**src/sv/fbfl_pkg.sv**
```systemverilog
// Package for the fixed-block free-list allocator: sizes, codes and shared types.
package fbfl_pkg;

	// Number of blocks the link memory can hold.
	localparam int DEPTH     = 64;
	// Pointer size in bytes. It must be a power of two, so that rounding up is a mask.
	localparam int PTR_BYTES = 4;

	localparam int IDX_W    = 6;
	localparam int CNT_W    = 7;
	localparam int LINK_W   = IDX_W + 1;
	localparam int SIZE_W   = 13;
	localparam int STRIDE_W = SIZE_W + 1;
	localparam int OFF_W    = 18;
	localparam int KIND_W   = 2;
	localparam int CFG_W    = 13;
	localparam int CFG_IDX_W = 1;

	localparam logic [STRIDE_W-1:0] ALIGN_MASK = STRIDE_W'(PTR_BYTES - 1);

	typedef enum logic [KIND_W-1:0] {
		KIND_INIT  = 2'd0,
		KIND_ALLOC = 2'd1,
		KIND_FREE  = 2'd2
	} kind_t;

	typedef enum logic [CFG_IDX_W-1:0] {
		REG_BLOCK_SIZE  = 1'b0,
		REG_BLOCK_COUNT = 1'b1
	} reg_idx_t;

	typedef struct packed {
		logic [SIZE_W-1:0] blk_bytes;
		logic [CNT_W-1:0]  blk_total;
	} cfg_t;

	typedef struct packed {
		logic              we;
		logic [IDX_W-1:0]  waddr;
		logic [LINK_W-1:0] wdata;
		logic              re;
		logic [IDX_W-1:0]  raddr;
	} ram_req_t;

	typedef struct packed {
		logic              granted;
		logic [IDX_W-1:0]  out_index;
		logic [OFF_W-1:0]  byte_offset;
		logic [CNT_W-1:0]  free_blocks;
	} res_t;

endpackage

```
**src/sv/fbfl_if.sv**
```systemverilog
// Valid/ready channel interfaces for operation and result beats.
interface fbfl_in_if import fbfl_pkg::*; ();
	logic              valid;
	logic              ready;
	logic [KIND_W-1:0] kind;
	logic [IDX_W-1:0]  block_index;
	logic              has_block;

	modport source (output valid, kind, block_index, has_block, input ready);
	modport sink (input valid, kind, block_index, has_block, output ready);
endinterface

interface fbfl_out_if import fbfl_pkg::*; ();
	logic              valid;
	logic              ready;
	logic              granted;
	logic [IDX_W-1:0]  out_index;
	logic [OFF_W-1:0]  byte_offset;
	logic [CNT_W-1:0]  free_blocks;

	modport source (output valid, granted, out_index, byte_offset, free_blocks, input ready);
	modport sink (input valid, granted, out_index, byte_offset, free_blocks, output ready);
endinterface

```
**src/sv/fbfl_link_ram.sv**
```systemverilog
// Link memory: one next-block entry per block, one write and one registered read port.
module fbfl_link_ram import fbfl_pkg::*; (
	input  logic              clk,
	input  ram_req_t          req,
	output logic [LINK_W-1:0] rdata
);

	logic [LINK_W-1:0] mem [DEPTH];

	always_ff @(posedge clk) begin
		if (req.we) begin
			mem[req.waddr] <= req.wdata;
		end
	end

	always_ff @(posedge clk) begin
		if (req.re) begin
			rdata <= mem[req.raddr];
		end
	end

endmodule

```
**src/sv/fbfl_ctrl.sv**
```systemverilog
// Sequencer for init, alloc and free: head, free count, init sweep and result formation.
module fbfl_ctrl import fbfl_pkg::*; (
	input  logic              clk,
	input  logic              arst_n,
	input  cfg_t              cfg,
	input  logic              start,
	input  logic [KIND_W-1:0] kind,
	input  logic [IDX_W-1:0]  block_index,
	input  logic              has_block,
	output logic              idle,
	output ram_req_t          ram_req,
	input  logic [LINK_W-1:0] ram_rdata,
	output logic              res_vld,
	output res_t              res
);

	typedef enum logic [2:0] {
		S_IDLE = 3'b001,
		S_EXEC = 3'b010,
		S_INIT = 3'b100
	} state_t;

	state_t                state_q;
	logic [KIND_W-1:0]     op_kind_q;
	logic [IDX_W-1:0]      op_idx_q;
	logic                  op_has_q;
	logic [IDX_W-1:0]      head_q;
	logic                  head_ok_q;
	logic [CNT_W-1:0]      free_q;
	logic [CNT_W-1:0]      pool_count_q;
	logic [STRIDE_W-1:0]   stride_q;
	logic [IDX_W-1:0]      init_idx_q;

	logic                  cfg_ok;
	logic [CNT_W-1:0]      init_n;
	logic [STRIDE_W-1:0]   stride_new;
	logic                  sweep_last;
	logic                  free_ok;
	logic                  alloc_ok;
	logic [CNT_W-1:0]      free_next;
	logic [IDX_W+STRIDE_W-1:0] prod;

	assign idle       = (state_q == S_IDLE);
	assign cfg_ok     = (cfg.blk_bytes != '0) && (cfg.blk_total != '0);
	assign init_n     = (cfg.blk_total > CNT_W'(DEPTH)) ? CNT_W'(DEPTH) : cfg.blk_total;
	assign stride_new = (STRIDE_W'(cfg.blk_bytes) + ALIGN_MASK) & ~ALIGN_MASK;
	assign sweep_last = ({1'b0, init_idx_q} == (pool_count_q - CNT_W'(1)));
	assign free_ok    = op_has_q && ({1'b0, op_idx_q} < pool_count_q);
	assign alloc_ok   = head_ok_q;
	assign prod       = (IDX_W+STRIDE_W)'(head_q) * (IDX_W+STRIDE_W)'(stride_q);

	always_comb begin
		free_next = free_q;
		if (state_q == S_EXEC) begin
			if (op_kind_q == KIND_ALLOC && alloc_ok && free_q != '0) begin
				free_next = free_q - CNT_W'(1);
			end else if (op_kind_q == KIND_FREE && free_ok && free_q < pool_count_q) begin
				free_next = free_q + CNT_W'(1);
			end
		end
	end

	always_comb begin
		ram_req = '0;
		case (state_q)
			S_IDLE: begin
				if (start && kind == KIND_ALLOC) begin
					ram_req.re    = 1'b1;
					ram_req.raddr = head_q;
				end
			end
			S_EXEC: begin
				if (op_kind_q == KIND_FREE && free_ok) begin
					ram_req.we    = 1'b1;
					ram_req.waddr = op_idx_q;
					ram_req.wdata = {head_ok_q, head_q};
				end
			end
			S_INIT: begin
				ram_req.we    = 1'b1;
				ram_req.waddr = init_idx_q;
				ram_req.wdata = {init_idx_q != '0, init_idx_q - IDX_W'(1)};
			end
			default: ram_req = '0;
		endcase
	end

	always_comb begin
		res_vld         = 1'b0;
		res.granted     = 1'b0;
		res.out_index   = '0;
		res.byte_offset = '0;
		res.free_blocks = free_next;
		case (state_q)
			S_EXEC: begin
				res_vld = 1'b1;
				if (op_kind_q == KIND_ALLOC && alloc_ok) begin
					res.granted     = 1'b1;
					res.out_index   = head_q;
					res.byte_offset = prod[OFF_W-1:0];
				end
			end
			S_INIT: begin
				if (sweep_last) begin
					res_vld         = 1'b1;
					res.granted     = 1'b1;
					res.free_blocks = pool_count_q;
				end
			end
			default: res_vld = 1'b0;
		endcase
	end

	always_ff @(posedge clk or negedge arst_n) begin
		if (!arst_n) begin
			state_q      <= S_IDLE;
			head_q       <= '0;
			head_ok_q    <= 1'b0;
			free_q       <= '0;
			pool_count_q <= '0;
			stride_q     <= '0;
			init_idx_q   <= '0;
		end else begin
			case (state_q)
				S_IDLE: begin
					if (start) begin
						if (kind == KIND_INIT && cfg_ok) begin
							state_q      <= S_INIT;
							pool_count_q <= init_n;
							stride_q     <= stride_new;
							init_idx_q   <= '0;
						end else begin
							state_q <= S_EXEC;
						end
					end
				end
				S_EXEC: begin
					state_q <= S_IDLE;
					free_q  <= free_next;
					if (op_kind_q == KIND_ALLOC && alloc_ok) begin
						head_q    <= ram_rdata[IDX_W-1:0];
						head_ok_q <= ram_rdata[LINK_W-1];
					end else if (op_kind_q == KIND_FREE && free_ok) begin
						head_q    <= op_idx_q;
						head_ok_q <= 1'b1;
					end
				end
				S_INIT: begin
					if (sweep_last) begin
						state_q   <= S_IDLE;
						head_q    <= init_idx_q;
						head_ok_q <= 1'b1;
						free_q    <= pool_count_q;
					end else begin
						init_idx_q <= init_idx_q + IDX_W'(1);
					end
				end
				default: state_q <= S_IDLE;
			endcase
		end
	end

	always_ff @(posedge clk) begin
		if (start && state_q == S_IDLE) begin
			op_kind_q <= kind;
			op_idx_q  <= block_index;
			op_has_q  <= has_block;
		end
	end

`ifndef SYNTHESIS
	// Outside an init sweep, which already holds the new pool size, the free count never
	// runs past the size of the pool.
	a_count_bound: assert property (@(posedge clk) disable iff (!arst_n)
		(state_q != S_INIT) |-> (free_q <= pool_count_q))
		else $error("free count exceeds pool size");

	// An alloc in execution always follows a link read issued at acceptance.
	a_alloc_read: assert property (@(posedge clk) disable iff (!arst_n)
		(state_q == S_EXEC && op_kind_q == KIND_ALLOC) |-> $past(ram_req.re))
		else $error("alloc executed without a link read");

	// The init sweep stays inside the pool it is building.
	a_sweep_range: assert property (@(posedge clk) disable iff (!arst_n)
		(state_q == S_INIT) |-> ({1'b0, init_idx_q} < pool_count_q))
		else $error("init sweep beyond pool size");
`endif

endmodule

```
**src/sv/fixed_block_free_list_allocator.sv**
```systemverilog
// Top level of the fixed-block free-list allocator: config registers, link memory and result stage.
//
// Operation beats arrive on req (kind, block_index, has_block) and each one gives exactly one
// result beat on rsp (granted, out_index, byte_offset, free_blocks). Kind init links blocks
// count-1 down to 0 so that the highest index is handed out first; alloc pops the list head;
// free pushes a block back, and a free without a block or outside the pool is ignored.
// Alloc and free each pass through the accept cycle, which for alloc issues the link memory
// read, and an execute state that updates the head and count; the sequencer takes no new
// operation until it is back in idle, so it is through with one before it takes the next.
// The link memory read is registered, which is why alloc needs the execute state. Init is
// accepted and then writes one link entry a cycle until every block of the pool, 1 to 64 of
// them, is linked. A result is formed in the last working cycle of its operation and passes
// a pending register and then the output register on its way to rsp.
// The two registers together let the block finish one operation while an earlier result is
// still waiting; once both are full, req.ready stays low until the receiver takes a beat.
// After reset the pool is empty: alloc fails, free is ignored, until a successful init.
// The block size and block count registers are written through cfg_we, cfg_index and
// cfg_data; the user must write them only while the block is idle, which the block itself
// does not enforce. Init alone samples them, so a live pool is not disturbed.
module fixed_block_free_list_allocator import fbfl_pkg::*; (
	input  logic                 clk,
	input  logic                 arst_n,
	input  logic                 cfg_we,
	input  logic [CFG_IDX_W-1:0] cfg_index,
	input  logic [CFG_W-1:0]     cfg_data,
	fbfl_in_if.sink              req,
	fbfl_out_if.source           rsp
);

	cfg_t              cfg_q;
	ram_req_t          ram_req;
	logic [LINK_W-1:0] ram_rdata;
	logic              ctrl_idle;
	logic              res_vld;
	res_t              res;
	logic              start;

	// Result waiting for the output register, and the output register itself.
	logic              pend_q;
	res_t              pend_res_q;
	logic              out_valid_q;
	res_t              out_res_q;
	logic              out_free;

	// Configuration registers, to be written only while no operation is in flight; the block does not enforce this.
	always_ff @(posedge clk or negedge arst_n) begin
		if (!arst_n) begin
			cfg_q.blk_bytes <= SIZE_W'(4);
			cfg_q.blk_total <= CNT_W'(DEPTH);
		end else if (cfg_we) begin
			case (reg_idx_t'(cfg_index))
				REG_BLOCK_SIZE:  cfg_q.blk_bytes <= cfg_data[SIZE_W-1:0];
				REG_BLOCK_COUNT: cfg_q.blk_total <= cfg_data[CNT_W-1:0];
				default:         cfg_q <= cfg_q;
			endcase
		end
	end

	// The output register frees up this cycle if it is empty or its beat is being taken.
	assign out_free  = !out_valid_q || rsp.ready;
	// A new operation is only taken when the pending slot will be empty after this edge,
	// so the sequencer always has somewhere to put its result.
	assign req.ready = ctrl_idle && (!pend_q || out_free);
	assign start     = req.valid && req.ready;

	fbfl_ctrl u_ctrl (
		.clk         (clk),
		.arst_n      (arst_n),
		.cfg         (cfg_q),
		.start       (start),
		.kind        (req.kind),
		.block_index (req.block_index),
		.has_block   (req.has_block),
		.idle        (ctrl_idle),
		.ram_req     (ram_req),
		.ram_rdata   (ram_rdata),
		.res_vld     (res_vld),
		.res         (res)
	);

	fbfl_link_ram u_link_ram (
		.clk   (clk),
		.req   (ram_req),
		.rdata (ram_rdata)
	);

	// Pending slot: loaded by the sequencer, drained into the output register.
	always_ff @(posedge clk or negedge arst_n) begin
		if (!arst_n) begin
			pend_q      <= 1'b0;
			out_valid_q <= 1'b0;
		end else begin
			if (res_vld) begin
				pend_q <= 1'b1;
			end else if (pend_q && out_free) begin
				pend_q <= 1'b0;
			end
			if (pend_q && out_free) begin
				out_valid_q <= 1'b1;
			end else if (rsp.ready) begin
				out_valid_q <= 1'b0;
			end
		end
	end

	always_ff @(posedge clk) begin
		if (res_vld) begin
			pend_res_q <= res;
		end
		if (pend_q && out_free) begin
			out_res_q <= pend_res_q;
		end
	end

	assign rsp.valid       = out_valid_q;
	assign rsp.granted     = out_res_q.granted;
	assign rsp.out_index   = out_res_q.out_index;
	assign rsp.byte_offset = out_res_q.byte_offset;
	assign rsp.free_blocks = out_res_q.free_blocks;

endmodule
```
**src/flat_wrapper.sv**
```systemverilog
// flat-port wrapper written by rule: the top's interface ports become plain ports
module fixed_block_free_list_allocator_flat import fbfl_pkg::*;
  (clk, arst_n, cfg_we, cfg_index, cfg_data, req_valid, req_kind, req_block_index, req_has_block, req_ready, rsp_valid, rsp_granted, rsp_out_index, rsp_byte_offset, rsp_free_blocks, rsp_ready);
  fbfl_in_if req_i ();
  fbfl_out_if rsp_i ();
  input  logic clk;
  input  logic arst_n;
  input  logic cfg_we;
  input  logic [CFG_IDX_W-1:0] cfg_index;
  input  logic [CFG_W-1:0] cfg_data;
  input wire logic [$bits(req_i.valid)-1:0] req_valid;
  input wire logic [$bits(req_i.kind)-1:0] req_kind;
  input wire logic [$bits(req_i.block_index)-1:0] req_block_index;
  input wire logic [$bits(req_i.has_block)-1:0] req_has_block;
  output wire logic [$bits(req_i.ready)-1:0] req_ready;
  output wire logic [$bits(rsp_i.valid)-1:0] rsp_valid;
  output wire logic [$bits(rsp_i.granted)-1:0] rsp_granted;
  output wire logic [$bits(rsp_i.out_index)-1:0] rsp_out_index;
  output wire logic [$bits(rsp_i.byte_offset)-1:0] rsp_byte_offset;
  output wire logic [$bits(rsp_i.free_blocks)-1:0] rsp_free_blocks;
  input wire logic [$bits(rsp_i.ready)-1:0] rsp_ready;
  assign req_i.valid = req_valid;
  assign req_i.kind = req_kind;
  assign req_i.block_index = req_block_index;
  assign req_i.has_block = req_has_block;
  assign req_ready = req_i.ready;
  assign rsp_valid = rsp_i.valid;
  assign rsp_granted = rsp_i.granted;
  assign rsp_out_index = rsp_i.out_index;
  assign rsp_byte_offset = rsp_i.byte_offset;
  assign rsp_free_blocks = rsp_i.free_blocks;
  assign rsp_i.ready = rsp_ready;
  fixed_block_free_list_allocator u_core (.clk(clk), .arst_n(arst_n), .cfg_we(cfg_we), .cfg_index(cfg_index), .cfg_data(cfg_data), .req(req_i), .rsp(rsp_i));
endmodule
```
**config.mk**
```make
export PLATFORM = sky130hd
export DESIGN_NAME = fixed_block_free_list_allocator_flat
export DESIGN_NICKNAME = d
export VERILOG_FILES = /design/src/sv/fbfl_pkg.sv /design/src/sv/fbfl_if.sv /design/src/sv/fbfl_link_ram.sv /design/src/sv/fbfl_ctrl.sv /design/src/sv/fixed_block_free_list_allocator.sv /design/src/flat_wrapper.sv
export SDC_FILE = /design/constraint.sdc
export NUM_CORES = 1
export LEC_CHECK = 0
export ABC_AREA = 1
export BUFFER_PORTS_ARGS = -buffer_cell sky130_fd_sc_hd__buf_2
export CORE_AREA = 5 5 255 257
export DETAILED_ROUTE_END_ITERATION = 8
export DIE_AREA = 0 0 260 262
export MAX_ROUTING_LAYER = met4
export PLACE_DENSITY = 0.74
export SYNTH_ARGS = -nofsm -noshare
export SYNTH_HDL_FRONTEND = slang
export SYNTH_SLANG_ARGS = --single-unit
```
**constraint.sdc**
```tcl
create_clock -name clk -period 4.5 [get_ports clk]
set_clock_uncertainty 0.15 [all_clocks]
set_input_delay 0.225 -clock clk [delete_from_list [all_inputs] [get_ports clk]]
set_output_delay 0.225 -clock clk [all_outputs]
set_load 0.02 [all_outputs]
```
; ---- Word-level counts from Yosys, hierarchy flattened
; Memories as Yosys holds them, arrays and structs flattened. A register that Yosys moved wholly into a read port is not among the register bits.
; Cells that the tools add are included.
[totals]
reg_bits = 133
latchBits = 0
ramBits = 448
mem_bits_ro = 0
in_bits = 28
out_inout_bits = 34
wordCells = 117
memories = 1
[memory_table]
columns = name, depth, width, rd, rd_ports_with_merged_regs, write_ports, line
row1 = u_core.u_link_ram.mem, 64, 7, 1, 1, 1, fbfl_link_ram.sv:8  ; logic [LINK_W-1:0] mem [DEPTH];
[classes]
add_sub_neg = 6
multipliers = 1
div = 0
n_lt_le_gt_ge = 3
eq_ne = 12
shifts = 0
muxes = 38
bitwise = 1
n_reduce_logical = 33
[op_table]
columns = operator, count
row1 = $mux 7, 9
row2 = $mux 6, 6
row3 = $pmux 14 s2, 1
row4 = $mux 25, 1
row5 = $pmux 6 s2, 2
row6 = $mul 6x12->16, 1
row7 = $add 13x2->14 const B, 1
row8 = $mux 14, 1
row9 = $pmux 7 s2, 1
row10 = $reduce_bool 7->1, 2
row11 = $sub 7x1->7 const B, 2
row12 = $reduce_bool 13->1, 1
row13 = $logic_and 1x1->1, 12
row14 = $mux 1, 10
row15 = $reduce_and 2->1, 5
row16 = $mux 3, 3
row17 = $ne 2x2->1 const B, 4
row18 = $reduce_bool 2->1, 4
row19 = $add 7x1->7 const B, 1
row20 = $eq 6x7->1, 1
row21 = $gt 7x7->1 const B, 1
row22 = $lt 6x7->1, 1
row23 = $lt 7x7->1, 1
row24 = $add 6x1->6 const B, 1
row25 = 16 further kinds, 22

; ---- Longest topological paths before layout
; Gate-level depths: netlist of the first run.
[depth]
depth_word = 9
mapped_depth = 21

; ---- Modules after synthesis
; A second synthesis of the first run with hierarchy kept.
[hier_totals]
cells_unflattened = 2609
hier_area_um2 = 27420.0
[by_module_without_submodules]
columns = module, instances, cells_per_inst, area_each_um2, seq_area_each_um2
row1 = fbfl_link_ram, 1, 1590, 18615.4, 13663.1
row2 = fbfl_ctrl, 1, 861, 5928.2, 1322.5
row3 = fixed_block_free_list_allocator, 1, 158, 2876.5, 2474.9

; ---- Least setup slack after synthesis of the first run
; OpenSTA, ideal clock, no wires.
[synth_timing]
path_kind = reg2reg
start = register u_core.u_ctrl.pool_count_q[2]
end = memory u_core.u_link_ram.mem[0][2] (netlist bit) (data pin)
setup_ps = 702
t_arrival_ps = 3987
required_time_ps = 3648
setup_slack_ps = -339
path_stages_with_launch = 11
synth_period_minus_slack_ps = 4839
path_cell_list = dfrtp_1 -> inv_1 -> ha_1 -> a21oi_1 -> nand2_1 -> nand2_1 -> nand2_1 -> nand2_2 -> nand3_2 -> buf_6 -> o21ai_0
[synth_lines]
columns = element, line
row1 = start: declaration, fbfl_ctrl.sv:30  ; logic [CNT_W-1:0] pool_count_q;
row2 = start signal: assignment, fbfl_ctrl.sv:129  ; pool_count_q <= init_n;
row3 = end: declaration, fbfl_link_ram.sv:8

; ---- Worst setup path after layout of the first run
[layout_timing]
start = register u_core.u_ctrl.head_q[1]
end = register u_core.pend_res_q[22] (netlist bit) (data pin)
[layout_via]
elab_chain_cells = 1
[layout_lines]
columns = element, line
row1 = start: declaration, fbfl_ctrl.sv:27  ; logic [IDX_W-1:0] head_q;
row2 = start signal: assignment, fbfl_ctrl.sv:141  ; head_q <= ram_rdata[IDX_W-1:0];
row3 = start signal: assignment, fbfl_ctrl.sv:144  ; head_q <= op_idx_q;
row4 = start signal: assignment, fbfl_ctrl.sv:151  ; head_q <= init_idx_q;
row5 = $mul 6x12->16, fbfl_ctrl.sv:50  ; assign prod = (IDX_W+STRIDE_W)'(head_q) * (IDX_W+STRIDE_W)'(stride_q);
row6 = end signal: assignment, fixed_block_free_list_allocator.sv:108  ; pend_res_q <= res;
row7 = end: declaration, fixed_block_free_list_allocator.sv:40  ; res_t pend_res_q;
; Every way passes these cells.
; A chain may end at the register's enable or synchronous reset.

==> results of run 1 <==
metal layers:
layer,part of all wire [%],routed length (um),global-route usage (%)
met1,40,26600,25.6
met2,47,31300,31.5
met3,9.0,6000,4.36
met4,3.6,2370,6.71
met5,0,0,-
synth_stat cells (4+ instances only):
cell type	number
edfxtp_1	524
nand2_1	461
inv_1	451
nand3_1	368
nor2_1	256
o21ai_0	96
dfrtp_1	61
clkbuf_1	59
or2_2	51
o2111ai_1	50
fa_1	40
ha_1	38
a21oi_1	37
buf_2	36
xor2_1	18
buf_4	13
o21ai_1	13
buf_1	12
o22ai_1	12
nand4_1	11
nor3_1	9
xnor2_1	7
inv_2	5
nand2_2	5
nand3_2	5
nor2_2	5
o31ai_1	5
o21a_1	4
o21ai_2	4
cells by family after synthesis:
kind of cell / count (synthesis)
DFF: 588
other: 1
adders and majority gates: 78
and+or+nand+nor: 1184
AOI/OAI and AO/OA: 233
muxes: 2
buffers and inverters: 581
xor gates and xnor gates: 25
layout make-up:
| class | count | area [sq um] | share of cell area, % |
|---|---|---|---|
| clock buffer | 74 | 1570 | 4.99 |
| clock inverter | 39 | 424 | 1.35 |
| inverter | 459 | 1720 | 5.46 |
| multi-input combinational | 1524 | 8310 | 26.3 |
| sequential | 588 | 17300 | 55.0 |
| tap | 846 | 1060 | 3.36 |
| timing repair buffer | 145 | 1100 | 3.48 |
how the worst min path moves through the flow:
stage | startpoint | to | depth (start not counted) | slack [ns]
6_report | arst_n | u_core.u_ctrl.pool_count_q[0]$_DFFE_PN0P_ | 2 | 0.13
5_1_grt | req_block_index[3] | u_core.u_ctrl.op_idx_q[3]$_DFFE_PP_ | 2 | 0.15
4_1_cts | arst_n | u_core.u_ctrl.free_q[5]$_DFFE_PN0P_ | 2 | 0.10
3_5_place_dp | req_has_block | u_core.u_ctrl.op_has_q$_DFFE_PP_ | 1 | 0.25
3_3_place_gp | arst_n | u_core.rsp.valid$_DFFE_PN0P_ | 1 | 0.25
2_1_floorplan | arst_n | u_core.cfg_q[0]$_DFFE_PN0P_ | 0 | -0.22
power by group:
part | switching, uW | internal, uW
Sequential | 357 | 6330
Combinational | 3750 | 2040
Clock | 2120 | 2900
Total | 6220 | 11300
sequential cells by signal, indices dropped and copies added, names as in the netlist:
signal / flops
u_core.u_ctrl.free_q: 7
u_core.rsp.granted: 1
u_core.rsp.out_index: 6
u_core.u_link_ram.rdata: 7
u_core.u_ctrl.op_idx_q: 6
u_core.u_ctrl.op_kind_q: 2
u_core.u_ctrl.head_q: 6
u_core.u_ctrl.pool_count_q: 7
u_core.pend_res_q: 30
u_core.u_link_ram.mem: 448
u_core.cfg_q: 20
u_core.u_ctrl.stride_q: 12
u_core.rsp.byte_offset: 16
u_core.rsp.valid: 1
u_core.u_ctrl.op_has_q: 1
u_core.pend_q: 1
u_core.u_ctrl.state_q: 3
u_core.u_ctrl.alloc_ok: 1
u_core.u_ctrl.init_idx_q: 6
u_core.rsp.free_blocks: 7
repair_timing:
action / CTS / global route
hold endpoints to repair: 66 / 0
setup buffers: 0 / 0
hold buffers: 27 / 0
layout by cell type, fill, tap and decap left out, types with 7 or more instances in the layout:
cell,netlist,layout
xnor2_1,7,7
dfrtp_1,61,59
buf_2,36,59
bufinv_16,0,7
ha_1,38,38
edfxtp_1,524,524
inv_1,451,451
dlygate4sd3_1,0,27
o2111ai_1,50,50
nor2_1,256,255
xor2_1,18,18
buf_12,0,7
buf_4,13,52
nand2_1,461,460
o21ai_0,96,95
or2_2,51,51
nand3_1,368,368
a21oi_1,37,36
clkbuf_1,59,12
clkinv_2,0,12
fa_1,40,40
o21ai_1,13,13
nor3_1,9,9
clkbuf_16,0,60
clkinv_1,3,15
nand4_1,11,11
metrics by stage:
step	setup slack [ns]	power, uW	hold slack, ns
3_5_place_dp	0.448	12600	0.253
2_1_floorplan	0.0228	11100	-0.221
5_1_grt	0.146	18700	0.155
4_1_cts	0.438	17600	0.104
6_report	0.398	17500	0.126
3_3_place_gp	0.457	12500	0.250
worst max-delay path, cell delays in order, from the launching register on:
cell and delay (ns):
dfrtp_1 0.59, nand2_1 0.09, inv_1 0.09, fa_1 0.45, fa_1 0.55, inv_1 0.05, fa_1 0.47, inv_1 0.04
ha_1 0.31, inv_1 0.09, o21bai_1 0.07, a31oi_1 0.30, inv_1 0.12, nand2_1 0.08, nand2_1 0.08, a21o_1 0.18
o21a_1 0.16
==> impl_metrics.toml, run 1 <==
[status]
outcome = "finished clean"

[detailed_routing]
drtIter0Drc = 1956
detail-route-antenna-nets = 0
drc = 0
vias = 19394
first_pass_iters = 6
avgRoutedWirePerCell_um = 18.0
wl_um = 66300
vias_per_cell = 5.28

[cells_and_area]
final_util_pct = 50.4
stdcell_area_sq_um = 31500
n_fill_cell = 5370
drive_above_1_share_pct = 10.9
diodes = 0
syn_to_final_growth_pct = 13.4
finalNetCount = 2884
finalNonFillerCells = 3675

[placement]
dp_cells = 3535
place_hpwl_um = 40500
place.gp.congestion = 0.906
port_buffers = 59
place_area_sq_um = 29300

[cts]
ctsResizeCount = 0
cts_buffer_depth = 3
insertion_delay_ns = 0.65
clockRootBuffer = "clkbuf_16"
htree_levels = 2
cts_tree = "built"
cts_buffers = 60
cts_num_sinks = 588
clkTransAtPathRegs_ns = 0.07

[synth]
synth_top_family_by_area = "simple AND/OR/NAND/NOR gates"
async_flop_share_pct = 10.9
synth_cell_types = 50
mappedNetlistArea_sq_um = 27800
synthMuxAreaShare_pct = 0.0810
ys_seq_area_share_pct = 62.4
synth_top_area_share_pct = 56.6
post_synth_and_or_nand_nor_area_fraction_pct = 18.7
synthXorXnorAreaFrac_pct = 0.787
synthFlopType = "edfxtp_1"
synth.top_cells.by_area = "edfxtp_1 (57%), nand3_1 (6.6%), nand2_1 (6.2%)"
yosys_warnings = 0
syn-mean-instance-area_sq_um = 10.3
synth_seq_cells = 588
synthAdderAreaFrac_pct = 4.59
synth_edf_count = 524
synth-compound-area-share_pct = 5.21
yosysTopAreaCell = "edfxtp_1"
syn_inst = 2692

[global_route]
grt_overflow = 0
track_usage_pct = 19.8
grt_pass1_vias = 18565
grt_pass1_wl_um = 103000
antenna_found_initial = 0
grt_max_degree = 163

[sta]
fmax_ghz = 0.244
max_slew_margin_pct = 32.0
rsz0062_at_grt = "false"
setup_viol = 0
tightest_slew_ns = 1.01
hold_violations = 0
fin_tns_setup_ns = 0
period_needed_ns = 4.10
slew_viol_final = 0
fin_crit_sh_pct = 91.2

[setup_path]
worstRegToRegCells = 16
cp-endpoint = "u_core.pend_res_q[22]$_SDFFCE_PN0P_"
r2r-start = "u_core.u_ctrl.head_q[1]$_DFFE_PN0P_"
crit_start = "u_core.u_ctrl.head_q[1]$_DFFE_PN0P_"
end_kind = "flop"
cp.arrival_ns = 4.33
worstPathMaxFanout = 13
r2r_end = "u_core.pend_res_q[22]$_SDFFCE_PN0P_"
required_ns = 4.73
critical_path_class = "flop to flop"
r2r_setup_slack_ns = 0.40
worst_setup_path_start_kind = "flop"

[floorplanning]
fp.coreArea_sq_um = 62500
die-area_sq_um = 68100
start_util_pct = 44.5
die_h_um = 262
die_w_um = 260
io_pins = 62
fp-row-count = 92

[power_and_ir_drop]
ir_drop_mv = 0.536
power.leakage_uw = 0.0132
powerDensity_nw_per_um2 = 555

[hold_path]
hold_class = "input pin to asynchronous set/reset pin"

[run]
maxCapViolCount = 0
(Power assumes the default switching activity.)
==> run 2, diff against run 1 <==
--- a/config.mk
+++ b/config.mk
@@ -7,11 +7,12 @@
 export LEC_CHECK = 0
 export ABC_AREA = 1
 export BUFFER_PORTS_ARGS = -buffer_cell sky130_fd_sc_hd__buf_2
-export CORE_AREA = 5 5 255 257
+export CORE_AREA = 5 5 253 255
 export DETAILED_ROUTE_END_ITERATION = 8
-export DIE_AREA = 0 0 260 262
+export DIE_AREA = 0 0 258 260
 export MAX_ROUTING_LAYER = met4
-export PLACE_DENSITY = 0.74
+export PLACE_DENSITY = 0.75
 export SYNTH_ARGS = -nofsm -noshare
 export SYNTH_HDL_FRONTEND = slang
+export SYNTH_HIERARCHICAL = 1
 export SYNTH_SLANG_ARGS = --single-unit
==> impl_metrics.toml, run 2 <==
[status]
outcome = "finished clean"

[power_and_ir_drop]
power.leakage_uw = 0.0130
p_sw_share_pct = 30.6
pwr-share-clk_pct = 33.2
p_sw_uw = 4500
pwr-share-seq_pct = 45.3
p_comb_share_pct = 21.5
power_uw = 14700
ir_drop_mv = 0.350
p_int_uw = 10200
powerDensity_nw_per_um2 = 473

[cells_and_area]
finalNetCount = 2816
multi_input_area_sq_um = 8510
final_cell_mix = "nand2_1 (823), edfxtp_1 (528), nand3_1 (445)"
largest_reg_flops = 448
final-seq-area_sq_um = 17500
drive_above_1_share_pct = 9.76
syn_to_final_growth_pct = 13.2
max_flop_register = "u_core/u_link_ram/mem"
n_fill_cell = 5215
reg_top3 = "u_core/u_link_ram/mem (448), u_core/pend_res_q (32), u_core/cfg_q (20)"
layout_commonest_cell = "nand2_1"

[setup_path]
critical_path_class = "flop to flop"
critPathSlowestCell = "buf_12"
worst_setup_path_start_kind = "flop"
cp.arrival_ns = 4.36
cp_top_family = "simple AND/OR/NAND/NOR gates"
worstPathMaxFanout = 224
end_kind = "flop"
required_ns = 4.79
cp_common_cell = "nand2_1"
critPathBufInv = 3
path_cells = "inv_2, nor3_2, nand2_1, nor2_1, inv_1, nor3b_1, nand2_1, nor2_4, buf_12, nand2_1, nand3_1, nand3_1, nand2_1, nand2_1, nand3_1, nand3_1, nand2_1"
slowest_delay_ns = 0.65

[sta]
hold_violations = 0
fmax_ghz = 0.246
max_slew_margin_pct = 27.5
period_needed_ns = 4.07
rsz0062_at_grt = "false"
setup_viol = 0
slew_viol_final = 0
fin_crit_sh_pct = 90.4
tightest_slew_ns = 1.09
fin_tns_setup_ns = 0

[detailed_routing]
detail-route-antenna-nets = 0
first_pass_iters = 6
avgRoutedWirePerCell_um = 17.7
wl_um = 62600
drtIter0Drc = 1821
drc = 0
vias_per_cell = 5.34
vias = 18939

[cts]
cts_buffer_depth = 3
htree_levels = 2
ctsResizeCount = 0
clkTransAtPathRegs_ns = 0.06
clockRootBuffer = "clkbuf_16"
cts_num_sinks = 592
cts_buffers = 58
cts_tree = "built"
insertion_delay_ns = 0.66
cts_setup_buffers = 0

[placement]
place.gp.congestion = 0.922
place_hpwl_um = 38800
port_buffers = 61

[global_route]
grt_pass1_vias = 18191
antenna_found_initial = 1
grt_pass1_wl_um = 98600
grt_max_degree = 225
grt_overflow = 0
track_usage_pct = 18.8

[run]
maxCapViolCount = 0

[synth]
synthFlopType = "edfxtp_1"
yosysTopAreaCell = "edfxtp_1"
synthTopCellsByCount = "nand2_1 (823), edfxtp_1 (528), nand3_1 (446)"
synth_top_area_share_pct = 57.8
mappedNetlistArea_sq_um = 27400
ys_seq_area_share_pct = 63.7
async_flop_share_pct = 10.8
synth_seq_cells = 592
syn-mean-instance-area_sq_um = 10.5
synth_cell_types = 51
syn_inst = 2609
yosys_warnings = 6
yosysMostFrequentCell = "nand2_1"
synth.top_cells.by_area = "edfxtp_1 (58%), nand2_1 (11%), nand3_1 (8.1%)"
synth_edf_count = 528

[floorplanning]
fp.coreArea_sq_um = 61400
fp-row-count = 91
die_h_um = 260
start_util_pct = 44.7
die-area_sq_um = 67100
die_w_um = 258
io_pins = 62

[hold_path]
hold_class = "input pin to asynchronous set/reset pin"
## run 2: changes by cell type after synthesis, moves of 50 or more
| cell | previous run | this run |
|---|---|---|
| o2111ai_1 | 50 | 0 |
| nand2_1 | 461 | 823 |
| inv_1 | 451 | 224 |
| nand3_1 | 368 | 446 |
| o21ai_0 | 96 | 28 |
| nor2_1 | 256 | 114 |
## run 2: final timing paths
path	cells past startpoint	slack [ns]	end	start
hold reg to reg	0	0.27	u_core/rsp.byte_offset[12]$_DFFE_PP_	u_core/pend_res_q[19]$_DFFE_PP_
max in group asynchronous	3	2.96	u_core/u_ctrl/head_q[1]$_DFFE_PN0P_	arst_n
min in group clk	2	0.19	u_core/u_ctrl/op_idx_q[5]$_DFFE_PP_	req_block_index[5]
hold / removal	3	0.19	u_core/u_ctrl/pool_count_q[6]$_DFFE_PN0P_	arst_n
setup reg to reg	17	0.43	u_core/u_link_ram/rdata[3]$_DFFE_PP_	u_core/u_ctrl/state_q[0]$_DFFE_PN1P_
setup / recovery	17	0.43	u_core/u_link_ram/rdata[3]$_DFFE_PP_	u_core/u_ctrl/state_q[0]$_DFFE_PN1P_
## run 2: timing repair
action / in CTS / in global routing
hold buffers: 46 / 0
hold endpoints to repair: 77 / 0
setup endpoints to repair: 0 / 0
## run 2: final cells by class
type,instances,share of cell area (%)
Timing Repair Buffer,166,4.01
Antenna cell,1,0.00806
Sequential cell,592,56.2
Clock inverter,36,1.32
Clock buffer,71,4.98
Multi-Input combinational cell,1657,27.4
Tap cell,790,3.18
Inverter,234,2.85
## run 2: power groups by stage
stage | clock (uW) | sequential (uW) | combinational (uW)
3_5_place_dp | 0 | 6750 | 3110
3_3_place_gp | 0 | 6730 | 3070
6_report | 4880 | 6650 | 3160
2_1_floorplan | 0 | 6640 | 2350
5_1_grt | 5190 | 6680 | 3640
4_1_cts | 4970 | 6640 | 3170
## run 2: worst min-delay path: stages
cell and delay (ns):
dlygate4sd3_1 0.52, buf_2 0.17, buf_4 0.51
## run 2: layer usage
| layer | up-vias | part of all wire [%] | track usage, % |
|---|---|---|---|
| li1 | 9000 | - | - |
| met1 | 8991 | 40 | 24.6 |
| met2 | 799 | 48 | 30.1 |
| met3 | 149 | 8.6 | 3.25 |
| met4 | 0 | 3.6 | 6.84 |
| met5 | - | 0 | - |
## run 2: logic make-up (layout without fill, tap and decap cells)
family	count (synthesis)	count (layout)	synth area share, %
buffers and inverters	361	507	5.78
and+or+nand+nor	1451	1451	22.7
AOI/OAI and AO/OA	105	105	2.42
DFF	592	592	63.7
other	1	3	0.0137
xor gates and xnor gates	20	20	0.689
adders and majority gates	79	79	4.70
## run 2: through the flow
| step | instances | utilization, % | instance area, sq um | hold WS (ns) | worst slack [ns] |
|---|---|---|---|---|---|
| floorplan | 2610 | - | 27400 | -0.221 | 0.386 |
| global placement | 3393 | 46.6 | 28600 | 0.0304 | 0.466 |
| detailed placement | 3393 | 46.6 | 28600 | 0.0357 | 0.431 |
| CTS | 3546 | 50.6 | 31000 | 0.152 | 0.473 |
| global route | 3547 | 50.6 | 31000 | 0.173 | 0.0766 |
| finish | 3547 | 50.6 | 31000 | 0.186 | 0.433 |
==> run 3, diff against run 2 <==
--- a/config.mk
+++ b/config.mk
@@ -5,11 +5,10 @@
 export SDC_FILE = /design/constraint.sdc
 export NUM_CORES = 1
 export LEC_CHECK = 0
-export ABC_AREA = 1
 export BUFFER_PORTS_ARGS = -buffer_cell sky130_fd_sc_hd__buf_2
-export CORE_AREA = 5 5 253 255
+export CORE_AREA = 5 5 247 249
 export DETAILED_ROUTE_END_ITERATION = 8
-export DIE_AREA = 0 0 258 260
+export DIE_AREA = 0 0 252 254
 export MAX_ROUTING_LAYER = met4
 export PLACE_DENSITY = 0.75
 export SYNTH_ARGS = -nofsm -noshare
==> impl_metrics.toml, run 3 <==
[status]
outcome = "finished clean"

[sta]
tightest_slew_ns = 1.16
rsz0062_at_grt = "false"
setup_viol = 0
fin_crit_sh_pct = 95.3
hold_violations = 0
period_needed_ns = 4.29
fmax_ghz = 0.233
fin_tns_setup_ns = 0
max_slew_margin_pct = 22.3
slew_viol_final = 0

[cells_and_area]
syn_to_final_growth_pct = 16.4
drive_above_1_share_pct = 23.6
diodes = 0
final-seq-area_sq_um = 17500
reg_top3 = "u_core/u_link_ram/mem (448), u_core/pend_res_q (32), u_core/cfg_q (20)"
max_flop_register = "u_core/u_link_ram/mem"
multi_input_area_sq_um = 8050
final_cell_mix = "edfxtp_1 (528), mux4_2 (112), buf_4 (108)"
layout_commonest_cell = "edfxtp_1"
finalNonFillerCells = 2633
n_fill_cell = 4565
largest_reg_flops = 448
finalNetCount = 1916

[detailed_routing]
drc = 0
avgRoutedWirePerCell_um = 22.1
vias_per_cell = 5.63
detail-route-antenna-nets = 0
vias = 14828
wl_um = 58300
first_pass_iters = 6
drtIter0Drc = 1343

[floorplanning]
io_pins = 62
start_util_pct = 44.7
die-area_sq_um = 64000
fp.coreArea_sq_um = 58500
die_h_um = 254
fp-row-count = 89
die_w_um = 252

[synth]
syn-mean-instance-area_sq_um = 16.3
ys_seq_area_share_pct = 66.8
yosysTopAreaCell = "edfxtp_1"
syn_inst = 1605
yosys_warnings = 6
synth_cell_types = 70
synth_top_area_share_pct = 60.7
synth.top_cells.by_area = "edfxtp_1 (61%), mux4_2 (9.7%), dfrtp_1 (5.8%)"
synthFlopType = "edfxtp_1"
synth_edf_count = 528
mappedNetlistArea_sq_um = 26100
async_flop_share_pct = 10.8
synth_seq_cells = 592
yosysMostFrequentCell = "edfxtp_1"
synthTopCellsByCount = "edfxtp_1 (528), mux4_2 (112), nor2_1 (105)"

[power_and_ir_drop]
power_uw = 13300
powerDensity_nw_per_um2 = 436
ir_drop_mv = 0.328
power.leakage_uw = 0.0103

[placement]
place.gp.congestion = 0.878
port_buffers = 61
place_hpwl_um = 38300
dp_cells = 2484

[setup_path]
worstPathMaxFanout = 13
critical_path_class = "flop to flop"
cp.arrival_ns = 4.48
required_ns = 4.69
end_kind = "flop"
worst_setup_path_start_kind = "flop"

[cts]
htree_levels = 2
cts_num_sinks = 592
cts_buffer_depth = 3
clkTransAtPathRegs_ns = 0.06
cts_setup_buffers = 0
cts_tree = "built"
cts_buffers = 60
insertion_delay_ns = 0.63
clockRootBuffer = "clkbuf_16"

[global_route]
grt_pass1_vias = 15402
grt_pass1_wl_um = 90600
antenna_found_initial = 0
grt_max_degree = 65
grt_overflow = 0
track_usage_pct = 18.8

[run]
maxCapViolCount = 0

[hold_path]
hold_class = "input pin to asynchronous set/reset pin"
## run 3: changes by cell type in the layout (fill, tap and decap cells not counted), moves of 25 or more
| cell | change |
|---|---|
| and2_1 | +67 |
| inv_1 | -149 |
| nand3_1 | -425 |
| mux4_2 | +112 |
| buf_4 | +52 |
| mux2i_1 | +25 |
| nand2_1 | -736 |
## run 3: per-layer routing
metal	track usage, %	vias up	share of wire [%]
li1	-	6538	-
met1	24.1	7512	39
met2	30.7	635	49
met3	3.07	143	7.6
met4	6.70	0	3.8
met5	-	-	0
## run 3: cell families after synthesis
group,share of synthesized area [%]
other,0.0144
DFF,66.8
muxes,12.1
and+or+nand+nor,7.89
xor gates and xnor gates,1.34
AOI/OAI and AO/OA,4.27
buffers and inverters,2.61
adders and majority gates,4.93
## run 3: layout make-up
type	count	share of cell area (%)
multi-input cells	867	26.5
clock buffers	71	5.11
inverters	74	0.914
well taps	773	3.18
repair buffers	214	5.45
flip-flops and latches	592	57.4
clock inverters	42	1.42
## run 3: what timing repair did
item                                   4_1_cts  5_1_grt
endpoints found under the hold margin       96        0
setup endpoints to repair                    0        4
gates resized for setup                      0        4
hold buffers                                36        0
## run 3: path summary, 6_finish.rpt
path	start	end	slack [ns]	cells past startpoint
max in group asynchronous	arst_n	u_core/u_ctrl/head_q[5]$_DFFE_PN0P_	3.40	3
hold / removal	arst_n	u_core/u_ctrl/free_q[4]$_DFFE_PN0P_	0.17	3
min in group clk	req_block_index[5]	u_core/u_ctrl/op_idx_q[5]$_DFFE_PP_	0.21	2
setup reg to reg	u_core/u_ctrl/head_q[5]$_DFFE_PN0P_	u_core/pend_res_q[22]$_DFFE_PP_	0.21	12
hold reg to reg	u_core/pend_res_q[24]$_DFFE_PP_	u_core/rsp.byte_offset[17]$_DFFE_PP_	0.27	0
setup / recovery	u_core/u_ctrl/head_q[5]$_DFFE_PN0P_	u_core/pend_res_q[22]$_DFFE_PP_	0.21	12
## run 3: power by group
part / switching [uW] / internal [uW]
logic: 1010 / 696
registers: 313 / 6260
clock network: 2090 / 2880
## run 3: worst max-delay path, stage by stage (launching register included)
cell and delay (ns):
dfrtp_2 0.50, and2_1 0.19, fa_1 0.50, fa_1 0.54
inv_1 0.05, fa_1 0.52, inv_1 0.04, ha_1 0.25
or4_1 0.56, o21ai_0 0.31, o21ai_0 0.17, xnor2_1 0.16
nor2_1 0.06
## run 3: stage by stage
step	util [%]	setup slack (ns)	hold WS (ns)	cell area, sq um
after floorplan	-	0.0998	-0.221	26100
after global placement	48.0	0.179	0.251	28000
after detailed placement	48.0	0.0898	0.255	28000
after CTS	52.0	0.0815	0.175	30400
after global routing	52.0	0.0245	0.189	30400
final	52.0	0.213	0.174	30400
